### src/hdl/bsu_pkg.sv
package bsu_pkg;

    localparam int VALUE_W = 32;

    typedef logic [2:0]                 t_op;
    typedef logic [1:0]                 t_kind;
    typedef logic [1:0]                 t_err;
    typedef logic signed [VALUE_W-1:0]  t_value;

    localparam t_op OP_PUSH = 3'd0;
    localparam t_op OP_POP  = 3'd1;
    localparam t_op OP_PEEK = 3'd2;
    localparam t_op OP_SWAP = 3'd3;
    localparam t_op OP_DUMP = 3'd4;

    localparam t_kind KIND_PEEK  = 2'd0;
    localparam t_kind KIND_DUMP  = 2'd1;
    localparam t_kind KIND_ERROR = 2'd2;

    localparam t_err ERR_NONE       = 2'd0;
    localparam t_err ERR_POP_EMPTY  = 2'd0;
    localparam t_err ERR_PEEK_EMPTY = 2'd1;
    localparam t_err ERR_SWAP_SHORT = 2'd2;
    localparam t_err ERR_PUSH_FULL  = 2'd3;

endpackage

### src/hdl/bsu_ram.sv
module bsu_ram #(
    parameter int WIDTH = 32,
    parameter int DEPTH = 32
) (
    input  logic                     i_clk,
    input  logic                     i_we,
    input  logic [$clog2(DEPTH)-1:0] i_waddr,
    input  logic [WIDTH-1:0]         i_wdata,
    input  logic [$clog2(DEPTH)-1:0] i_raddr,
    output logic [WIDTH-1:0]         o_rdata
);

    logic [WIDTH-1:0] r_mem [DEPTH];
    logic [WIDTH-1:0] r_rdata;

    always_ff @(posedge i_clk) begin
        if (i_we) begin
            r_mem[i_waddr] <= i_wdata;
        end
        r_rdata <= r_mem[i_raddr];
    end

    assign o_rdata = r_rdata;

endmodule

### src/hdl/bytecode_stack_unit.sv
// Channel  | Direction | Handshake              | Beat fields
// ---------+-----------+------------------------+---------------------------------------
// command  | in        | start high, busy low   | i_operation, i_push_value
// result   | out       | strobe, one cycle      | o_result_kind, o_result_value,
//          |           |                        | o_error_code, o_last
//
// Push and peek never raise busy. A pop of more than one entry and a swap pass
// through S_POP or S_SWAP: the top entry sits in a register, the entries below it
// in the RAM, and the new top or the second entry comes back through the RAM's
// registered read. A dump of n entries gives n beats, all but the top from RAM.
// Synchronous active-low reset empties the stack and clears the halt flag.
// After an error the unit halts; commands are still taken but do nothing.
// Results cannot be stalled; each is shown for one cycle only.
module bytecode_stack_unit #(
    parameter int STACK_DEPTH = 32
) (
    input  logic                 i_clk,
    input  logic                 i_rst_n,
    input  logic                 start,
    output logic                 busy,
    input  bsu_pkg::t_op         i_operation,
    input  bsu_pkg::t_value      i_push_value,
    output logic                 strobe,
    output bsu_pkg::t_kind       o_result_kind,
    output bsu_pkg::t_value      o_result_value,
    output bsu_pkg::t_err        o_error_code,
    output logic                 o_last
);

    localparam int AW = $clog2(STACK_DEPTH);
    localparam int CW = $clog2(STACK_DEPTH + 1);

    localparam logic [1:0] S_IDLE = 2'd0;
    localparam logic [1:0] S_POP  = 2'd1;
    localparam logic [1:0] S_SWAP = 2'd2;
    localparam logic [1:0] S_DUMP = 2'd3;

    logic [1:0]      r_state, n_state;
    logic [CW-1:0]   r_count, n_count;
    logic            r_halted, n_halted;
    bsu_pkg::t_value r_top, n_top;
    logic [AW-1:0]   r_ptr, n_ptr;

    logic            r_strobe, n_strobe;
    bsu_pkg::t_kind  r_kind, n_kind;
    bsu_pkg::t_value r_value, n_value;
    bsu_pkg::t_err   r_err, n_err;
    logic            r_last, n_last;

    logic                        ram_we;
    logic [AW-1:0]               ram_waddr;
    logic [bsu_pkg::VALUE_W-1:0] ram_wdata;
    logic [AW-1:0]               ram_raddr;
    logic [bsu_pkg::VALUE_W-1:0] ram_rdata;
    bsu_pkg::t_value             rd_value;

    logic [CW-1:0] cnt_m1, cnt_m2;

    assign cnt_m1   = r_count - CW'(1);
    assign cnt_m2   = r_count - CW'(2);
    assign rd_value = $signed(ram_rdata);

    bsu_ram #(
        .WIDTH (bsu_pkg::VALUE_W),
        .DEPTH (STACK_DEPTH)
    ) u_ram (
        .i_clk   (i_clk),
        .i_we    (ram_we),
        .i_waddr (ram_waddr),
        .i_wdata (ram_wdata),
        .i_raddr (ram_raddr),
        .o_rdata (ram_rdata)
    );

    always_comb begin
        n_state   = r_state;
        n_count   = r_count;
        n_halted  = r_halted;
        n_top     = r_top;
        n_ptr     = r_ptr;
        n_strobe  = 1'b0;
        n_kind    = r_kind;
        n_value   = r_value;
        n_err     = r_err;
        n_last    = r_last;
        ram_we    = 1'b0;
        ram_waddr = cnt_m1[AW-1:0];
        ram_wdata = $unsigned(r_top);
        ram_raddr = cnt_m2[AW-1:0];

        case (r_state)
            S_IDLE: begin
                if (start && !r_halted) begin
                    case (i_operation)
                        bsu_pkg::OP_PUSH: begin
                            if (r_count == CW'(STACK_DEPTH)) begin
                                n_strobe = 1'b1;
                                n_kind   = bsu_pkg::KIND_ERROR;
                                n_value  = '0;
                                n_err    = bsu_pkg::ERR_PUSH_FULL;
                                n_last   = 1'b1;
                                n_halted = 1'b1;
                            end else begin
                                ram_we  = (r_count != '0);
                                n_top   = i_push_value;
                                n_count = r_count + CW'(1);
                            end
                        end
                        bsu_pkg::OP_POP: begin
                            if (r_count == '0) begin
                                n_strobe = 1'b1;
                                n_kind   = bsu_pkg::KIND_ERROR;
                                n_value  = '0;
                                n_err    = bsu_pkg::ERR_POP_EMPTY;
                                n_last   = 1'b1;
                                n_halted = 1'b1;
                            end else begin
                                n_count = cnt_m1;
                                if (r_count != CW'(1)) begin
                                    n_state = S_POP;
                                end
                            end
                        end
                        bsu_pkg::OP_PEEK: begin
                            n_strobe = 1'b1;
                            n_last   = 1'b1;
                            if (r_count == '0) begin
                                n_kind   = bsu_pkg::KIND_ERROR;
                                n_value  = '0;
                                n_err    = bsu_pkg::ERR_PEEK_EMPTY;
                                n_halted = 1'b1;
                            end else begin
                                n_kind  = bsu_pkg::KIND_PEEK;
                                n_value = r_top;
                                n_err   = bsu_pkg::ERR_NONE;
                            end
                        end
                        bsu_pkg::OP_SWAP: begin
                            if (r_count < CW'(2)) begin
                                n_strobe = 1'b1;
                                n_kind   = bsu_pkg::KIND_ERROR;
                                n_value  = '0;
                                n_err    = bsu_pkg::ERR_SWAP_SHORT;
                                n_last   = 1'b1;
                                n_halted = 1'b1;
                            end else begin
                                n_state = S_SWAP;
                            end
                        end
                        bsu_pkg::OP_DUMP: begin
                            if (r_count != '0) begin
                                n_strobe = 1'b1;
                                n_kind   = bsu_pkg::KIND_DUMP;
                                n_value  = r_top;
                                n_err    = bsu_pkg::ERR_NONE;
                                n_last   = (r_count == CW'(1));
                                if (r_count != CW'(1)) begin
                                    n_ptr   = cnt_m2[AW-1:0];
                                    n_state = S_DUMP;
                                end
                            end
                        end
                        default: begin
                        end
                    endcase
                end
            end
            S_POP: begin
                n_top   = rd_value;
                n_state = S_IDLE;
            end
            S_SWAP: begin
                ram_we    = 1'b1;
                ram_waddr = cnt_m2[AW-1:0];
                n_top     = rd_value;
                n_state   = S_IDLE;
            end
            S_DUMP: begin
                n_strobe  = 1'b1;
                n_kind    = bsu_pkg::KIND_DUMP;
                n_value   = rd_value;
                n_err     = bsu_pkg::ERR_NONE;
                n_last    = (r_ptr == '0);
                ram_raddr = r_ptr - AW'(1);
                if (r_ptr == '0) begin
                    n_state = S_IDLE;
                end else begin
                    n_ptr = r_ptr - AW'(1);
                end
            end
            default: begin
                n_state = S_IDLE;
            end
        endcase
    end

    always_ff @(posedge i_clk) begin
        if (!i_rst_n) begin
            r_state  <= S_IDLE;
            r_count  <= '0;
            r_halted <= 1'b0;
            r_strobe <= 1'b0;
        end else begin
            r_state  <= n_state;
            r_count  <= n_count;
            r_halted <= n_halted;
            r_strobe <= n_strobe;
        end
    end

    always_ff @(posedge i_clk) begin
        r_top   <= n_top;
        r_ptr   <= n_ptr;
        r_kind  <= n_kind;
        r_value <= n_value;
        r_err   <= n_err;
        r_last  <= n_last;
    end

    assign busy           = (r_state != S_IDLE);
    assign strobe         = r_strobe;
    assign o_result_kind  = r_kind;
    assign o_result_value = r_value;
    assign o_error_code   = r_err;
    assign o_last         = r_last;

    a_error_halts: assert property (@(posedge i_clk) disable iff (!i_rst_n)
        (r_strobe && r_kind == bsu_pkg::KIND_ERROR) |-> r_halted)
        else $error("error beat without halt");

    a_count_bound: assert property (@(posedge i_clk) disable iff (!i_rst_n)
        r_count <= CW'(STACK_DEPTH))
        else $error("entry count beyond depth");

    a_halt_silent: assert property (@(posedge i_clk) disable iff (!i_rst_n)
        r_halted |=> !r_strobe)
        else $error("beat while halted");

    a_dump_last_idle: assert property (@(posedge i_clk) disable iff (!i_rst_n)
        (r_strobe && r_kind == bsu_pkg::KIND_DUMP && r_last) |-> r_state == S_IDLE)
        else $error("dump ended without returning to idle");

    a_dump_ptr: assert property (@(posedge i_clk) disable iff (!i_rst_n)
        (r_state == S_DUMP) |-> (CW'(r_ptr) < r_count))
        else $error("dump pointer outside stack");

endmodule

### config.mk
export PLATFORM = sky130hd
export DESIGN_NAME = bytecode_stack_unit
export DESIGN_NICKNAME = d
export VERILOG_FILES = /design/src/hdl/bsu_pkg.sv /design/src/hdl/bsu_ram.sv /design/src/hdl/bytecode_stack_unit.sv
export SDC_FILE = /design/constraint.sdc
export NUM_CORES = 1
export LEC_CHECK = 0
export BUFFER_PORTS_ARGS = -buffer_cell sky130_fd_sc_hd__buf_2
export CORE_MARGIN = 3
export CORE_UTILIZATION = 45
export CTS_CLUSTER_DIAMETER = 200
export DETAILED_ROUTE_END_ITERATION = 6
export HOLD_SLACK_MARGIN = 0.06
export PLACE_DENSITY = 0.6
export SLEW_MARGIN = 20
export SYNTH_ARGS = -nofsm -noshare
export SYNTH_HDL_FRONTEND = slang
export SYNTH_HIERARCHICAL = 1
export SYNTH_SLANG_ARGS = --single-unit
export TNS_END_PERCENT = 50
### constraint.sdc
create_clock -name i_clk -period 10.48 [get_ports i_clk]
set_input_delay 0.524 -clock i_clk [delete_from_list [all_inputs] [get_ports i_clk]]
set_output_delay 0.524 -clock i_clk [all_outputs]
set_load 0.01 [all_outputs]
======== Yosys cells after proc, flatten, opt, wreduce, memory -nomap -nowiden ========
Memory sizes are Yosys's and may differ from the RTL's. A register that Yosys moved wholly into a read port is not among the register bits.
Cells that the tools add are included.
storage, ports and cells
  register bits after elaboration ......... 84
  bits in latches ......................... 0
  bits in writable memories ............... 1024
  memory bits (read-only) ................. 0
  input bits .............................. 38
  word-level logic and storage cells ...... 137
  memories kept ........................... 1
operators by class
  $add $sub $neg .......................... 4
  $mul .................................... 0
  divide/modulo/power cells ............... 0
  magnitude comparators ................... 1
  equal/unequal tests ..................... 33
  shift-type cells ........................ 0
  muxes and demuxes ....................... 68
  bitwise gates (word level) .............. 0
  reductions and logical operators ........ 20
memories
  name         words  width  read ports  clocked after memory_dff  write ports  RTL line       source
  u_ram.r_mem  32     32     1           1                         1            bsu_ram.sv:13  logic [WIDTH-1:0] r_mem [DEPTH];
operator list
  kind                                                 number
  two-way mux 32 bit                                   9
  one-hot mux 32 bit (5 select lines)                  1
  one-hot mux 32 bit (2 select lines)                  2
  two-way mux 5 bit                                    7
  two-way mux 2 bit                                    17
  != test 3 bit, second input constant                 8
  != test 2 bit, second input constant                 10
  one-hot mux 2 bit (5 select lines)                   2
  two-way mux 1 bit                                    16
  two-way mux 6 bit                                    2
  != test 6 x 1 -> 1 bit, second input constant        2
  one-hot mux 2 bit (3 select lines)                   2
  one-hot mux 6 bit (2 select lines)                   1
  AND reduction 6 bit                                  2
  one-hot mux 1 bit (5 select lines)                   2
  one-hot mux 5 bit (2 select lines)                   1
  one-hot mux 2 bit (2 select lines)                   2
  AND reduction 8 bit                                  1
  nonzero test 2 bit                                   4
  AND reduction 7 bit                                  1
  adder 6 x 1 -> 6 bit, second input constant          1
  equality test 3 x 2 -> 1 bit, second input constant  2
  equality test 6 x 1 -> 1 bit, second input constant  1
  equality test 6 bit, second input constant           1
  23 further kinds                                     29

======== Longest topological paths before layout ========
Gate-level depths: netlist of the first run.
  depth after elaboration ................. 7
  depth in mapped cells ................... 12

======== Hierarchy ========
The synthesis of the first run kept the hierarchy.
modules (own cells, without submodules)
  module               times used  cells an instance  area an instance (um^2)
  bsu_ram              1           2260               40492.6
  bytecode_stack_unit  1           322                4200.3

======== Worst setup path before layout of the first run ========
OpenSTA, ideal clock, no wires.
  path type ............................... reg-to-reg
  start point ............................. register r_count[0]
  end point ............................... memory u_ram.r_mem[28][0] (enable)
  library setup time ...................... 421 ps
  arrival time ............................ 3495 ps
  required time ........................... 10059 ps
  setup slack ............................. 6564 ps
  stages on the path, launching flop included .. 10
  buffers on the path ..................... 2
  cells stage by stage .................... dfxtp_1 clkbuf_1 inv_1 ha_1 nor4b_4 a21boi_1 a31o_2 or3b_2 clkbuf_1 nor2_1
on the way
  word-level cells in the longest chain between the ends .. 7
  elaborated cells between the ends (all ways) .. 11
  those cells by class .................... add/sub: 2; eq/ne: 1; mux: 7; reduce/logical: 1
ends and longest elaborated chain
  what                                                              RTL line                                               source
  from (decl)                                                       bytecode_stack_unit.sv:39                              logic [CW-1:0] r_count, n_count;
  from (signal assigned)                                            bytecode_stack_unit.sv:205                             r_count <= n_count;
  equality test 6 bit / nonzero test 6 bit (equally long branches)  bytecode_stack_unit.sv:96, bytecode_stack_unit.sv:104
  two-way mux 1 bit (*)                                             bytecode_stack_unit.sv:96                              if (r_count == CW'(STACK_DEPTH)) begin
  two-way mux 1 bit (*)                                             bytecode_stack_unit.sv:94                              case (i_operation)
  two-way mux 1 bit (*)                                             bytecode_stack_unit.sv:93                              if (start && !r_halted) begin
  one-hot mux 1 bit (2 select lines) (*)                            bytecode_stack_unit.sv:91                              case (r_state)
  named net ram_we                                                  bytecode_stack_unit.sv:50                              logic ram_we;
  two-way mux 1 bit (*)                                             bsu_ram.sv:17                                          if (i_we) begin
  two-way mux 1 bit (not written as such) (*)                       bsu_ram.sv:18                                          r_mem[i_waddr] <= i_wdata;
  to (decl)                                                         bsu_ram.sv:13
Mark *: on every way through the listed nets, which the timed path passes. The rest lies on a longest branch.

======== Worst setup path after layout of the first run ========
  start point ............................. register r_state[1]
  end point ............................... register u_ram.r_rdata[28], in the netlist u_ram/o_rdata[28] (read register of u_ram.r_mem)
on the way
  word-level cells in the longest chain between the ends .. 2
ends and longest elaborated chain
  what                    RTL line                    source
  from (decl)             bytecode_stack_unit.sv:38   logic [1:0] r_state, n_state;
  from (signal assigned)  bytecode_stack_unit.sv:204  r_state <= n_state;
  equality test 2 bit     bytecode_stack_unit.sv:91
  two-way mux 5 bit       bytecode_stack_unit.sv:91
  to (decl)               bsu_ram.sv:14               logic [WIDTH-1:0] r_rdata;
No other way between the ends.
A chain may end at the register's enable or synchronous reset.

==> summary.md, run 1 <==
| Metric | Value |
|---|---|
| Outcome | `complete, no violations` |
| Crit path required time | `approximately 11 ns` |
| Final setup viols | `0` |
| Router iterations before antenna repair | `5` |
| Area leader, netlist | `edfxtp_1` |
| Top cells by area, synth | `edfxtp_1 (74%), mux2i_1 (12%), a22o_1 (1.9%)` |
| Leak Pwr | `between 15 and 20 nW` |
| Die area | `103000 um^2` |
| CTS tree | `built` |
| Post CTS Setup Buffer Count | `0` |
| Number of diodes | `0` |
| Number of flops mapped to enable cells by yosys | `1098` |
| Max cap viols | `0` |
| Area Overhead vs Synth | `13.0%` |
| Period utilization | `approximately half` |
| Busiest grt layer | `met2` |
| Critical path class | `reg -> reg` |
| Setup TNS | `0 ns` |
| First-pass GRT wire length | `approximately 160000 um` |
| Total global routing overflow | `0` |
| Drt total wl | `between 100000 and 150000 um` |
| Rel. slew slack | `about 22%` |
| Synth unique cells | `53` |
| Post-route DRC | `0` |
| Clock Root Buffer | `clkbuf_16` |
| Vias in the first global route | `between 20000 and 25000` |
| Synth Flop Type | `edfxtp_1` |
| H-tree depth | `3` |
| Commonest cells in the netlist | `edfxtp_1 (1098), mux2i_1 (517), nand2_1 (116)` |
| Register bit total from synthesis | `between 1000 and 1500` |
| Final Max Tran Viols | `0` |
| Sequential share of the synthesized area | `between 70 and 80%` |
| PostCTS Resize Cnt | `0` |
| Clock latency on the worst-skew pair | `~0.70 ns` |
| Power per cell area | `between 200 and 250 nW/um^2` |
| RSZ-0062 raised after global routing | `false` |
| RD Place Congestion | `around 0.8` |
| Share of layout cells above drive strength 1 | `approximately 14%` |
| Hold Fails Final Rpt | `0` |
| Syn_area_per_cell | `approximately 17 um^2` |
| Clock Sinks | `about 1100` |
| Die height | `roughly 320 um` |
| Via count | `between 20000 and 25000` |
| Starting Density | `45.8%` |
| Worst-path maximum fanout | `74` |
| Clock skew | `about 0.029 ns` |
| F_max | `~190 MHz` |
| CP Launch Type | `register` |
| Syn Inst Count | `roughly 2600` |
| Area post-placement | `roughly 47000 um^2` |
| Critical R2R Launch | `r_state[1]$_SDFFE_PN0P_` |
| GR Util met3 | `between 3 and 4%` |
| Hold Crit Class | `in -> reg` |
| Largest net degree at the start of global routing | `roughly 150` |
| Maximum VDD drop | `159 uV` |
| Count leader, synth | `edfxtp_1` |
| Post-Syn Area | `44700 um^2` |
| Slew @ Worst Pin | `1.16 ns` |
| Total GRT Usage | `21.8%` |
| DRT antenna net count | `0` |
| Top cell type's share of synthesized area | `approximately three quarters` |
| Crit end category | `register` |
| CP Data Arrival Time | `about 5.7 ns` |
| HP Start | `i_push_value[20]` |
| Max Buffers Root-to-Sink | `3` |
| Fill count | `between 7000 and 8000` |
| Post-synth ARST share | `0%` |
| DP Wirelength | `~56000 um` |
| WL/cell | `about 28 um` |
| Die W | `321 um` |
| TritonCTS Buffers | `between 100 and 150` |
| Total Power | `a little over 0.01 W` |
| DR iter-0 viols | `approximately 2300` |
| NumNets Final | `around 2700` |
| Port bufs | `76` |
| Worst Setup SP | `r_state[1]$_SDFFE_PN0P_` |
| Synthesis Warnings | `6` |
| Ports | `between 70 and 80` |
| Hold Buf Count CTS | `0` |
| CORE AREA | `97600 um^2` |
| FP Rows | `between 100 and 150` |
| Finished layout cell area | `just over 50000 um^2` |
| Syn Nets | `approximately 2600` |
| Clock transition at path regs | `0.06 ns` |
| Initial antenna violation count | `0` |
| Minimum clock period | `5.21 ns` |
| Met2 GRT Util | `35.8%` |
| Via density | `a little under 6` |
| Met1 Use GR | `a little under a third` |
==> where the power goes <==
part	leakage, nW	switching (W)	internal, W
clock	1.87	0.00172	0.00239
combinational	3.46	0.000470	0.000281
sequential	10.2	0.000144	0.00518
==> final cells by class <==
cell class                 count  area (um^2)  area share [%]
clock buffer                 143         3050            6.04
clock inverter                72          764            1.51
inverter                      10         37.5          0.0743
multi-input combinational   1282        10300            20.4
sequential                  1140        33800            66.9
tap                         1276         1600            3.16
timing repair buffer         138          968            1.92
==> state kept, by name, indices dropped and copies added, names as in the netlist, 2 cells and up <==
name	cells
r_top	32
u_ram/r_mem	1024
o_result_value	32
r_ptr	5
r_count	6
r_state	2
o_error_code	2
u_ram/o_rdata	32
o_result_kind	2
==> stage by stage <==
step	instances	setup WS (ns)	util [%]	hold slack [ns]
after global placement	3838	5.52	47.7	0.463
after global routing	4061	4.99	51.8	0.0882
final	4061	5.27	51.8	0.119
after floorplan	2582	6.56	-	0.452
after detailed placement	3838	5.39	47.7	0.470
after CTS	4053	5.32	51.6	0.0819
==> placed cells by master, fill, tap and decap left out, types with 4 or more instances in the layout <==
cell,netlist,final
bufinv_16,0,13
mux2i_1,517,517
xor2_1,8,8
clkbuf_1,53,21
ha_1,12,10
edfxtp_1,1098,1098
mux2_2,33,33
nor2_4,0,34
inv_1,9,9
nand3_1,101,101
a31oi_1,34,34
a22oi_1,96,96
clkinv_1,1,23
nand2_1,116,115
clkbuf_8,0,7
clkbuf_16,0,115
a22o_1,97,96
and2_1,6,5
buf_8,0,5
dfxtp_1,42,42
o21ai_0,8,8
buf_4,34,52
xnor2_1,9,9
clkinv_2,0,25
a21oi_1,110,109
clkinvlp_4,0,4
nand3b_1,6,6
nor3_1,36,36
buf_2,37,76
nor2_1,49,15
==> worst max-delay path, cell delays in order (launching register included) <==
cell	delay [ns]
dfxtp_1	0.37
ha_2	0.18
buf_4	0.66
clkinv_1	0.46
a21oi_1	0.68
nor2b_4	0.26
buf_4	0.64
buf_4	0.95
a22o_1	0.24
nor3_1	0.05
a31oi_1	0.33
nand3_1	0.15
==> routing by layer <==
metal / part of all wire [%] / wire (um) / vias up
met3: 6.0 / 6770 / 160
met2: 48 / 54400 / 809
met5: 0 / 0 / -
met4: 2.4 / 2680 / 0
li1: - / - / 10400
met1: 44 / 49600 / 12500
==> kinds of logic after synthesis <==
| family | Yosys count | synth area share (%) |
|---|---|---|
| AO/OA/AOI/OAI | 362 | 5.66 |
| adder cells (fa/ha/maj) | 12 | 0.336 |
| XOR/XNOR | 17 | 0.333 |
| flip-flops | 1140 | 75.7 |
| AND/OR/NAND/NOR | 341 | 3.60 |
| buffers and inverters | 160 | 2.00 |
| multiplexers | 550 | 12.4 |
==> path summary, 6_finish.rpt <==
check | end | slack [ns] | cells after the start
setup / recovery | u_ram/o_rdata[28]$_DFF_P_ | 5.27 | 11
hold / removal | r_top[20]$_DFFE_PP_ | 0.12 | 2
setup reg to reg | u_ram/o_rdata[28]$_DFF_P_ | 5.27 | 11
hold reg to reg | r_halted$_SDFFE_PN0P_ | 0.48 | 1
No activity file was read; power rests on OpenSTA's default activity.
==> inputs of run 2 (changes only) <==
--- a/config.mk
+++ b/config.mk
@@ -5,6 +5,7 @@
 export SDC_FILE = /design/constraint.sdc
 export NUM_CORES = 1
 export LEC_CHECK = 0
+export ABC_AREA = 1
 export BUFFER_PORTS_ARGS = -buffer_cell sky130_fd_sc_hd__buf_2
 export CORE_MARGIN = 3
 export CORE_UTILIZATION = 45
==> constraint.sdc (replaced) <==
create_clock -name i_clk -period 5.2 [get_ports i_clk]
set_input_delay 0.26 -clock i_clk [delete_from_list [all_inputs] [get_ports i_clk]]
set_output_delay 0.26 -clock i_clk [all_outputs]
set_load 0.01 [all_outputs]
==> run 2 against run 1 <==
Area after synthesis is 4.6% higher. Worst setup slack worse by 3.8 ns. Power grew to 2.6 times the previous value. Final area is 4.5% higher. Via count is 29% higher. Critical path depth is 3 higher. Critical endpoint is now u_ram/o_rdata[15]$_DFF_P_. Routed wire length is 16% higher. Count of clock-buffer cells in the layout is 15 higher. Largest cell class unchanged. Combinational power grew to 8.2 times the previous value. Flip-flop and latch count stayed put. Final cell count is 37% higher. Worst hold slack better by 0.0085 ns.
==> summary.md, run 2 <==
| Metric | Value |
|---|---|
| F_max | `between 200 and 300 MHz` |
| Critical R2R Launch | `r_state[0]$_SDFFE_PN0P_` |
| Period utilization | `between 70% and 80%` |
| Via count | `30900` |
| Logic pwr share | `between 20% and 30%` |
| Largest register FFs | `1024` |
| Most frequent cells in the layout | `nand2_1 (1529), edfxtp_1 (1098), nand3_1 (827), clkbuf_16 (114), buf_4 (81)` |
| Outcome | `complete, no violations` |
| Top cells by area, synth | `edfxtp_1 (71%), nand2_1 (12%), nand3_1 (8.9%)` |
| Clock latency on the worst-skew pair | `between 0.6 and 0.7 ns` |
| Clock power frac | `between 30% and 40%` |
| H-tree depth | `3` |
| Worst reg-to-reg setup slack | `around 1.5 ns` |
| Placed cell count | `5305` |
| Total global routing overflow | `0` |
| WL/cell | `~24 um` |
| Number of flops mapped to enable cells by yosys | `~1100` |
| WP buf/inv | `4` |
| Power per cell area | `roughly 500 nW/um^2` |
| Final setup viols | `0` |
| Synth unique cells | `35` |
| Critical path class | `reg -> reg` |
| P_sw | `0.00854 W` |
| Fill count | `approximately 9000` |
| Area leader, netlist | `edfxtp_1` |
| Via density | `5.53` |
| Syn Inst Count | `approximately 4000` |
| Die W | `328 um` |
| Minimum clock period | `3.73 ns` |
| FP Rows | `approximately 120` |
| RSZ-0062 raised after global routing | `false` |
| DRT antenna net count | `0` |
| Largest net degree at the start of global routing | `around 190` |
| Crit end category | `register` |
| Worst-path maximum fanout | `67` |
| Sequential share of the synthesized area | `72.3%` |
| Sequential Power Share | `~46%` |
| Worst stage delay on the critical path | `approximately 0.6 ns` |
| Critical path's top delay family | `buffers and inverters` |
| Crit path max-delay cell type | `buf_4` |
| CP endpoint | `u_ram/o_rdata[15]$_DFF_P_` |
| Clock transition at path regs | `roughly 0.060 ns` |
| Register bit total from synthesis | `roughly 1100` |
| Ordered cell list for the critical path | `ha_1 -> inv_2 -> buf_4 -> nand2_1 -> o21ai_4 -> buf_4 -> buf_4 -> nand3_1 -> nand3_1 -> nand2_1 -> nand2_1 -> nand2_1 -> nand2_1 -> nand2_1` |
| Synthesis Warnings | `6` |
| CP Data Arrival Time | `about 4.3 ns` |
| Share of layout cells above drive strength 1 | `roughly 10%` |
| Vias in the first global route | `29100` |
| Commonest cells in the netlist | `nand2_1 (1530), edfxtp_1 (1098), nand3_1 (827)` |
| Biggest register | `u_ram/r_mem` |
| Hold Crit Class | `in -> reg` |
| Rel. slew slack | `roughly a quarter` |
| Clock skew | `roughly 0.032 ns` |
| Leak Pwr | `19.4 nW` |
| Top cell type's share of synthesized area | `70.5%` |
| RD Place Congestion | `between 0.8 and 0.9` |
| Worst Setup SP | `r_state[0]$_SDFFE_PN0P_` |
| Port bufs | `76` |
| Syn Nets | `4054` |
| Drt total wl | `between 100000 and 150000 um` |
| First-pass GRT wire length | `about 190000 um` |
| Die area | `around 110000 um^2` |
| Clock Sinks | `1140` |
| Area Overhead vs Synth | `12.9%` |
| Post-route DRC | `0` |
| CP Launch Type | `register` |
| Most common cell after layout, fill and taps aside | `nand2_1` |
| Count leader, synth | `nand2_1` |
| Maximum VDD drop | `285 uV` |
| Die height | `328 um` |
| Hold Fails Final Rpt | `0` |
| Router iterations before antenna repair | `7` |
| RR Endpoint | `u_ram/o_rdata[15]$_DFF_P_` |
| Max cap viols | `0` |
| Initial antenna violation count | `5` |
| DR iter-0 viols | `just under 4000` |
| PostCTS Resize Cnt | `0` |
| Synth Flop Type | `edfxtp_1` |
| DP Wirelength | `a little under 70000 um` |
| TritonCTS Buffers | `approximately 110` |
| Syn_area_per_cell | `about 12 um^2` |
| Power Internal | `between 0.015 and 0.02 W` |
| Post-Syn Area | `approximately 47000 um^2` |
| CTS tree | `built` |
| Slew @ Worst Pin | `about 1.1 ns` |
| Crit path required time | `a little under 6 ns` |
| Switching part of the total | `about 33%` |
| Final Max Tran Viols | `0` |
| Max Buffers Root-to-Sink | `3` |
| Final Non-Filler Cells | `between 5000 and 6000` |
| Crit path top cell by count | `nand2_1` |
| Clock Root Buffer | `clkbuf_16` |
| Setup TNS | `0 ns` |
| CORE AREA | `102000 um^2` |
| Register-to-Register Path Depth | `14` |
| Levels on crit path | `14` |
| Post-synth ARST share | `0%` |
| NumNets Final | `between 4000 and 5000` |
| Total GRT Usage | `24.0%` |
| Starting Density | `45.6%` |
| Ports | `77` |
-- run 2: logic make-up after synthesis --
logic type      Yosys count  share of synthesized area (%)
compound gates           95                           1.06
xor+xnor                 13                          0.243
fa+ha+maj                12                          0.321
buf+inv                 307                           4.09
flops                  1140                           72.3
simple gates           2437                           22.0
-- run 2: tightest hold or removal path: stages --
cell and delay [ns]:
buf_2 0.11, inv_1 0.11, nand2_2 0.11, nor2_4 0.06
nand2_2 0.05, a21oi_1 0.05
-- run 2: worst min-delay path by stage --
| stage | start | endpoint | slack (ns) | cells after the start |
|---|---|---|---|---|
| 3_5_place_dp | r_halted$_SDFFE_PN0P_ | r_halted$_SDFFE_PN0P_ | 0.46 | 2 |
| 4_1_cts | i_operation[1] | r_count[1]$_SDFFE_PN0P_ | 0.09 | 6 |
| 3_3_place_gp | r_halted$_SDFFE_PN0P_ | r_halted$_SDFFE_PN0P_ | 0.45 | 2 |
| 5_1_grt | i_operation[1] | r_count[5]$_SDFFE_PN0P_ | 0.15 | 6 |
| 6_report | i_operation[1] | r_count[1]$_SDFFE_PN0P_ | 0.13 | 6 |
| 2_1_floorplan | i_rst_n | r_state[0]$_SDFFE_PN0P_ | 0.38 | 2 |
-- run 2: layer usage --
layer,up-vias,track usage [%],routed length [um],share of wire (%)
li1,14100,-,-,-
met1,15100,33.9,55000,42
met2,1422,37.7,60300,46
met3,240,4.41,11900,9.1
met4,0,8.16,4280,3.3
met5,-,0,0,0
-- run 2: power by group through the flow --
stage | sequential, W | clock (W) | combinational (W)
global route | 0.0122 | 0.00841 | 0.00673
CTS | 0.0125 | 0.00805 | 0.00560
detailed placement | 0.0127 | 0 | 0.00556
finish | 0.0122 | 0.00793 | 0.00614
floorplan | 0.0124 | 0 | 0.00349
global placement | 0.0127 | 0 | 0.00543
-- run 2: final cells by class --
type	instances	area [um^2]	area share (%)
Timing Repair Buffer	228	1990	3.77
Clock buffer	158	3160	5.98
Clock inverter	58	482	0.912
Multi-Input combinational cell	2557	11400	21.5
Inverter	67	284	0.538
Antenna cell	1	2.50	0.00474
Sequential cell	1140	33800	64.0
Tap cell	1368	1710	3.24
-- run 2: repair_timing --
item                                   in CTS  in global routing
hold buffers                               35                  0
setup buffers                               0                  0
endpoints found under the hold margin      42                  0
-- run 2: per-stage QoR --
step                      area, um^2  power (W)  setup slack [ns]  utilization [%]  hold slack [ns]
after floorplan                46800     0.0159              1.51                -            0.381
after global placement         48400     0.0181              1.66             47.2            0.452
after detailed placement       48400     0.0182              1.57             47.3            0.461
after CTS                      52400     0.0261              1.55             51.2           0.0854
after global routing           52800     0.0273              1.24             51.5            0.154
final                          52800     0.0262              1.47             51.5            0.127
